===== config.mk =====
export PLATFORM = sky130hd
export DESIGN_NAME = qypr_cell
export DESIGN_NICKNAME = d
export VERILOG_FILES = /design/src/rtl/core/qypr_pkg.sv /design/src/rtl/core/qypr_cell.sv
export SDC_FILE = /design/constraint.sdc
export NUM_CORES = 1
export LEC_CHECK = 0
export BUFFER_PORTS_ARGS = -buffer_cell sky130_fd_sc_hd__buf_2
export CAP_MARGIN = 0
export CELL_PAD_IN_SITES_DETAIL_PLACEMENT = 1
export CELL_PAD_IN_SITES_GLOBAL_PLACEMENT = 2
export CORE_AREA = 10 10 210 261
export CTS_BUF_LIST = sky130_fd_sc_hd__clkbuf_2 sky130_fd_sc_hd__clkbuf_4 sky130_fd_sc_hd__clkbuf_8
export CTS_CLUSTER_DIAMETER = 150
export CTS_CLUSTER_SIZE = 40
export DETAILED_ROUTE_END_ITERATION = 8
export DIE_AREA = 0 0 220 271
export HOLD_SLACK_MARGIN = 0.02
export PLACE_DENSITY_LB_ADDON = 0.15
export SLEW_MARGIN = 20
export SYNTH_ARGS = -nofsm -noshare
export SYNTH_HDL_FRONTEND = slang
export SYNTH_SLANG_ARGS = --single-unit

===== constraint.sdc =====
create_clock -name i_clk -period 7.45 [get_ports i_clk]
set_clock_uncertainty 0.2 [all_clocks]
set_input_delay 0 -clock i_clk [delete_from_list [all_inputs] [get_ports i_clk]]
set_output_delay 0 -clock i_clk [all_outputs]
set_load 0.02 [all_outputs]

===== src/rtl/core/qypr_pkg.sv =====
// shared types, constants and the arctangent table for the quaternion to euler block
// no dependencies
package qypr_pkg;

    localparam int CORDIC_STAGES = 16;
    localparam int IDX_W         = 5;
    localparam int XW            = 40;   // cordic x/y width, q28 values with gain headroom
    localparam int ZW            = 36;   // angle accumulator, q30 radians
    localparam int LATENCY       = 2 * CORDIC_STAGES + 9;

    localparam logic signed [ZW-1:0] PI_Q30 = 36'sd3373259426;

    typedef struct packed {
        logic                 zero;
        logic signed [XW-1:0] x;
        logic signed [XW-1:0] y;
        logic signed [ZW-1:0] z;
    } t_cord;

    // floor(atan(2^-i) * 2^30)
    function automatic logic signed [ZW-1:0] atan_q30(input logic [IDX_W-1:0] idx);
        logic signed [ZW-1:0] a;
        case (idx)
            5'd0:  a = 36'sd843314856;
            5'd1:  a = 36'sd497837829;
            5'd2:  a = 36'sd263043836;
            5'd3:  a = 36'sd133525158;
            5'd4:  a = 36'sd67021686;
            5'd5:  a = 36'sd33543515;
            5'd6:  a = 36'sd16775850;
            5'd7:  a = 36'sd8388437;
            5'd8:  a = 36'sd4194282;
            5'd9:  a = 36'sd2097149;
            5'd10: a = 36'sd1048575;
            5'd11: a = 36'sd524287;
            5'd12: a = 36'sd262143;
            5'd13: a = 36'sd131071;
            5'd14: a = 36'sd65535;
            5'd15: a = 36'sd32767;
            5'd16: a = 36'sd16383;
            5'd17: a = 36'sd8191;
            5'd18: a = 36'sd4095;
            5'd19: a = 36'sd2047;
            5'd20: a = 36'sd1023;
            5'd21: a = 36'sd511;
            5'd22: a = 36'sd255;
            5'd23: a = 36'sd127;
            default: a = '0;
        endcase
        return a;
    endfunction

    // left half-plane vectors are flipped and start from +/- pi
    function automatic t_cord cord_pre(input logic signed [XW-1:0] x,
                                       input logic signed [XW-1:0] y);
        t_cord c;
        c.zero = (x == '0) && (y == '0);
        if (x[XW-1]) begin
            c.x = -x;
            c.y = -y;
            c.z = y[XW-1] ? -PI_Q30 : PI_Q30;
        end else begin
            c.x = x;
            c.y = y;
            c.z = '0;
        end
        return c;
    endfunction

endpackage


===== src/rtl/core/qypr_cell.sv =====
// one cordic vectoring step, registered
// depends on qypr_pkg
module qypr_cell
    import qypr_pkg::*;
(
    input  logic             i_clk,
    input  logic [IDX_W-1:0] i_idx,
    input  t_cord            i_in,
    output t_cord            o_out
);

    t_cord r_out;
    t_cord n_out;
    logic signed [XW-1:0] dx;
    logic signed [XW-1:0] dy;

    always_comb begin
        dx = i_in.y >>> i_idx;
        dy = i_in.x >>> i_idx;
        n_out.zero = i_in.zero;
        if (!i_in.y[XW-1]) begin
            n_out.x = i_in.x + dx;
            n_out.y = i_in.y - dy;
            n_out.z = i_in.z + atan_q30(i_idx);
        end else begin
            n_out.x = i_in.x - dx;
            n_out.y = i_in.y + dy;
            n_out.z = i_in.z - atan_q30(i_idx);
        end
    end

    always_ff @(posedge i_clk) begin
        r_out <= n_out;
    end

    assign o_out = r_out;

endmodule


==> qor.txt, run 1 <==
Status -> completed
DRT iter0 DRCs -> 1781
Number of global-route vias before repair -> 20500
Nets@finish -> 2776
Relative slew slack -> 16.2%
Top-area cell type share of the netlist area -> 15.1%
Tmin final -> 7050 ps
Hold Path Origin -> i_in[61]
Chip width -> 220 um
Core region area -> 0.0494 mm2
Clock tree from TritonCTS -> built
RSZ-0062 raised after global routing -> false
Largest net degree at the start of global routing -> 57
VDD IR max -> 127 uV
Share of flip-flops with an asynchronous set or reset -> 0%
Post-synth EDFFs -> 0
Antenna violations before repair -> 2
Count leader, synth -> a21oi_1
Critical path type -> primary input to register
CTS Root Buffer Type -> clkbuf_8
Hold Buf Count CTS -> 148
TritonRoute pass-1 iters -> 5
Final count of pins violating max slew -> 0
DR vias/cell -> 6.26
CP bufs+invs -> 4
Crit-path slowest cell -> mux4_2
Vias -> 20000
Leak -> 9.30 nW
Total nets after synthesis -> 2429
Critical path arrival -> 7280 ps
Final cycle utilization of the critical path -> 94.7%
Worst-margin pin slew -> 1250 ps
DIE AREA -> 0.0596 mm2
Pwr dens -> 207 mW/mm2
Mapped cell area -> 0.0182 mm2
Hold endpoint -> o_out[61]$_DFF_P_
Main flop type after synthesis -> dfxtp_1
Num CTS Buffers -> 17
Max-Cap Viols -> 0
Post-route cell area -> 0.0220 mm2
Final setup viols -> 0
Layout cells sized above 1 -> 21.8%
Post-synth top cells -> a21oi_1, nor2_1, nand2_1
Dominant cell type by area after synthesis -> mux4_2
GR Overflow Total -> 0
Register area -> 0.00234 mm2
Chip height -> 271 um
Fillers -> 5935
I/O Pins -> 240
First-pass GRT wire length -> 131 mm
Post-synthesis sequential area ratio -> 12.9%
CP delay by family, top -> simple AND/OR/NAND/NOR gates
Stages on the worst setup path -> 25
YS warnings -> 0
Max reg flops -> 117
Yosys reg bits -> 117
Drc violations -> 0
CP max stage delay -> 720 ps
Distinct cells, synth -> 92
Sink Count -> 117
Total setup buffers inserted after CTS -> 0
Post-DP HPWL -> 68.2 mm
Initial Util -> 36.7%
Clock slew at reported path FFs -> 90 ps
CTS resizes -> 0
Area grow syn2layout -> 21.2%
Min-Delay Path Class -> primary input to register
All-Layer GR Usage -> 28.6%
Synth area leaders -> mux4_2, dfxtp_1, ha_1, xnor2_1, a21oi_1
Mean Syn Cell Area -> 8.34 um2
WL final -> 87.8 mm
Max Freq -> 142 MHz
ANT nets after route -> 0
Peak fanout along the critical path -> 56
Clock buffer depth -> 2
Port bufs -> 239
DP Area -> 0.0201 mm2
Row Count -> 91
Synth Instances -> 2176
Routability Congestion -> 0.980
Fin. Hold Viols -> 0
Htree depth -> 4
Worst Path Required -> 7680 ps
Mean routed wirelength per cell -> 27.5 um
Area occupied by multi-input gates -> 0.0148 mm2
Total Neg Setup Slack -> 0 ps
CP most frequent cell -> nor2_1
Worst setup SP type -> primary input
Hold Path Depth -> 4
CP endpoint kind -> register
==> worst max path at each step <==
| stage | slack (ps) | startpoint | end |
|---|---|---|---|
| floorplan | 1520 | i_idx[0] | o_out[75]$_DFF_P_ |
| global placement | 500 | i_idx[0] | o_out[112]$_DFF_P_ |
| detailed placement | 470 | i_idx[0] | o_out[112]$_DFF_P_ |
| CTS | 520 | i_idx[0] | o_out[112]$_DFF_P_ |
| global route | 90 | i_idx[0] | o_out[112]$_DFF_P_ |
| finish | 400 | i_idx[0] | o_out[112]$_DFF_P_ |
==> cell families (layout without fill, tap and decap cells) <==
group | after synthesis | count (layout) | synth area share (%)
compound gates | 681 | 681 | 24.5
mux | 262 | 262 | 23.2
flops | 117 | 117 | 12.9
other cells | 0 | 1 | 0
xor+xnor | 184 | 184 | 8.88
buf+inv | 210 | 570 | 5.42
simple gates | 592 | 592 | 16.0
fa+ha+maj | 130 | 130 | 9.08
==> where the power goes <==
part | switching [mW] | internal (mW)
logic | 1.74 | 1.17
clock network | 0.359 | 0.338
registers | 0.0587 | 0.891
==> per-stage QoR <==
step                      hold slack (ps)  std cells  setup WS [ps]  power [mW]  utilization (%)
after floorplan                      -172       2176           1520        2.76                -
after global placement              -97.3       3007            497        3.65             40.7
after detailed placement            -95.3       3007            472        3.67             40.7
after CTS                            24.7       3187            516        4.58             44.5
after global routing                 61.8       3188           88.2        4.85             44.5
final                                77.6       3188            398        4.56             44.5
==> cell type report <==
| class | instances | area share (%) |
|---|---|---|
| inverter | 68 | 1.16 |
| tap | 651 | 3.70 |
| timing repair buffer | 470 | 15.1 |
| clock buffer | 17 | 1.06 |
| multi-input combinational | 1849 | 67.4 |
| antenna | 1 | 0.0114 |
| clock inverter | 15 | 0.881 |
| sequential | 117 | 10.6 |
==> cell usage in the layout, fill, tap and decap left out, drive strengths merged, types with 10 or more instances in the layout <==
cell type      n
ha           127
a211oi        29
a31oi         33
xnor2        114
or2           11
and3          21
dfxtp        117
nand2b        18
dlygate4sd3  148
a21boi        10
o22ai         30
nor2b         32
o21ai        116
nand4         15
nand3         39
buf          321
mux4         122
a211o         12
o211ai        16
and2          23
a22oi         19
a21oi        197
a21o          64
o21bai        19
a221oi        10
o311ai        10
or3           10
nand2        135
mux2          46
clkbuf        18
nor3          49
nor4          11
inv           73
nor2         189
o21a          24
o31ai         10
mux2i         94
xor2          70
==> metal layers <==
layer  wire (um)  vias to the layer above  global-route usage (%)
met2       43200                      827                    49.0
met1       34500                     9992                    34.0
met3        5820                      199                    4.98
met4        4170                        2                    13.0
li1            -                     8945                       -
met5          13                        -                       0
(Power assumes the default switching activity.)
==> run 2: changes to the inputs <==
--- a/config.mk
+++ b/config.mk
@@ -16,6 +16,7 @@
 export DETAILED_ROUTE_END_ITERATION = 8
 export DIE_AREA = 0 0 220 271
 export HOLD_SLACK_MARGIN = 0.02
+export MAX_ROUTING_LAYER = met4
 export PLACE_DENSITY_LB_ADDON = 0.15
 export SLEW_MARGIN = 20
 export SYNTH_ARGS = -nofsm -noshare
==> qor.txt, run 2 (synthesis results as in run 1) <==
CP bufs+invs -> 4 (unchanged)
Peak fanout along the critical path -> 58 (was 56)
Chip width -> 220 um (unchanged)
CTS Root Buffer Type -> clkbuf_8 (unchanged)
Most frequent cells in the layout -> buf_2, a21oi_1, nor2_1 (unchanged)
Pwr dens -> 206 mW/mm2 (was 207 mW/mm2)
VDD IR max -> 149 uV (was 127 uV)
Nets@finish -> 2781 (was 2776)
Area grow syn2layout -> 21.5% (was 21.2%)
Leading cell type in the layout, fill and taps excluded -> buf_2 (unchanged)
I/O Pins -> 240 (unchanged)
Max-Cap Viols -> 0 (unchanged)
Fin. Hold Viols -> 0 (unchanged)
Layout cells sized above 1 -> 21.7% (was 21.8%)
DP Area -> 0.0201 mm2 (about the same)
Routability Congestion -> 0.972 (was 0.980)
Max Freq -> 143 MHz (was 142 MHz)
Leak -> 9.32 nW (was 9.30 nW)
Mean routed wirelength per cell -> 28.1 um (was 27.5 um)
Post-route cell area -> 0.0221 mm2 (was 0.0220 mm2)
Core region area -> 0.0494 mm2 (unchanged)
Worst-margin pin slew -> 1270 ps (was 1250 ps)
Total setup buffers inserted after CTS -> 0 (unchanged)
Initial Util -> 36.7% (unchanged)
GR Overflow Total -> 0 (unchanged)
Crit-path slowest cell -> mux4_2 (unchanged)
Worst Path Required -> 7710 ps (was 7680 ps)
Number of global-route vias before repair -> 20900 (was 20500)
Status -> completed (unchanged)
WL final -> 89.7 mm (was 87.8 mm)
DRT iter0 DRCs -> 1728 (was 1781)
Hold Path Origin -> i_in[111] (was i_in[61])
CP max stage delay -> 590 ps (was 720 ps)
TritonRoute pass-1 iters -> 6 (was 5)
First-pass GRT wire length -> 134 mm (was 131 mm)
Tmin final -> 6980 ps (was 7050 ps)
Row Count -> 91 (unchanged)
Largest net degree at the start of global routing -> 59 (was 57)
Fin worst setup slack -> 470 ps (was 398 ps)
Port bufs -> 239 (unchanged)
Max reg flops -> 117 (unchanged)
Hold Path Depth -> 4 (unchanged)
Clock tree from TritonCTS -> built (unchanged)
Chip height -> 271 um (unchanged)
Num CTS Buffers -> 17 (unchanged)
Vias -> 19900 (was 20000)
ANT nets after route -> 0 (unchanged)
Critical path arrival -> 7240 ps (was 7280 ps)
Clock buffer depth -> 2 (unchanged)
All-Layer GR Usage -> 30.2% (was 28.6%)
Worst setup SP type -> primary input (unchanged)
Final cycle utilization of the critical path -> 93.7% (was 94.7%)
Total power -> 4.55 mW (was 4.56 mW)
Final setup viols -> 0 (unchanged)
Hold endpoint -> o_out[111]$_DFF_P_ (was o_out[61]$_DFF_P_)
Total Neg Setup Slack -> 0 ps (unchanged)
Final count of pins violating max slew -> 0 (unchanged)
CP delay by family, top -> simple AND/OR/NAND/NOR gates (unchanged)
Clock slew at reported path FFs -> 80 ps (was 90 ps)
DR vias/cell -> 6.24 (was 6.26)
Antenna violations before repair -> 2 (unchanged)
DIE AREA -> 0.0596 mm2 (unchanged)
Relative slew slack -> 15.0% (was 16.2%)
CP endpoint kind -> register (unchanged)
Worst slack, placed -> 447 ps (was 472 ps)
RSZ-0062 raised after global routing -> false (unchanged)
Drc violations -> 0 (unchanged)
Post-DP HPWL -> 68.8 mm (was 68.2 mm)
Critical path type -> primary input to register (unchanged)
Min-Delay Path Class -> primary input to register (unchanged)
Htree depth -> 4 (unchanged)
Sink Count -> 117 (unchanged)
## run 2: area by class of cell
cell class | count | area [um2]
Timing Repair Buffer | 475 | 3420
Fill cell | 5960 | 27400
Multi-Input combinational cell | 1849 | 14800
Clock buffer | 18 | 248
Sequential cell | 117 | 2340
Antenna cell | 2 | 5.00
Clock inverter | 14 | 150
Inverter | 68 | 255
Tap cell | 651 | 815
## run 2: worst max path at each step
stage                  start            endpoint  slack (ps)  depth (start not counted)
finish              i_idx[0]  o_out[112]$_DFF_P_         470                         25
global placement    i_idx[0]  o_out[112]$_DFF_P_         480                         24
CTS                 i_idx[0]  o_out[112]$_DFF_P_         500                         25
global route        i_idx[0]  o_out[112]$_DFF_P_          40                         25
detailed placement  i_idx[0]  o_out[112]$_DFF_P_         450                         24
floorplan           i_idx[0]   o_out[75]$_DFF_P_        1520                         29
## run 2: stage by stage
| stage | hold slack (ps) | std cells | util (%) |
|---|---|---|---|
| after CTS | 38.4 | 3192 | 44.6 |
| final | 81.4 | 3194 | 44.7 |
| after global placement | -98.0 | 3004 | 40.7 |
| after detailed placement | -95.3 | 3004 | 40.7 |
| after floorplan | -172 | 2176 | - |
| after global routing | 79.5 | 3194 | 44.7 |
## run 2: repair_timing
action                                  4_1_cts  5_1_grt
endpoints found under the setup margin        0        1
resized for setup                             0        1
hold endpoints to repair                    110        0
hold buffers                                156        0
## run 2: power breakdown
| part | total [mW] | internal [mW] | switching, mW |
|---|---|---|---|
| combinational | 2.94 | 1.18 | 1.76 |
| sequential | 0.949 | 0.891 | 0.0581 |
| clock | 0.656 | 0.307 | 0.349 |
## run 2: per-layer routing
metal,track usage [%],vias to the layer above,share of wire [%]
li1,-,8977,-
met1,35.3,9901,40
met3,4.94,226,6.4
met2,48.9,841,48
met4,16.0,0,5.6
met5,-,-,0
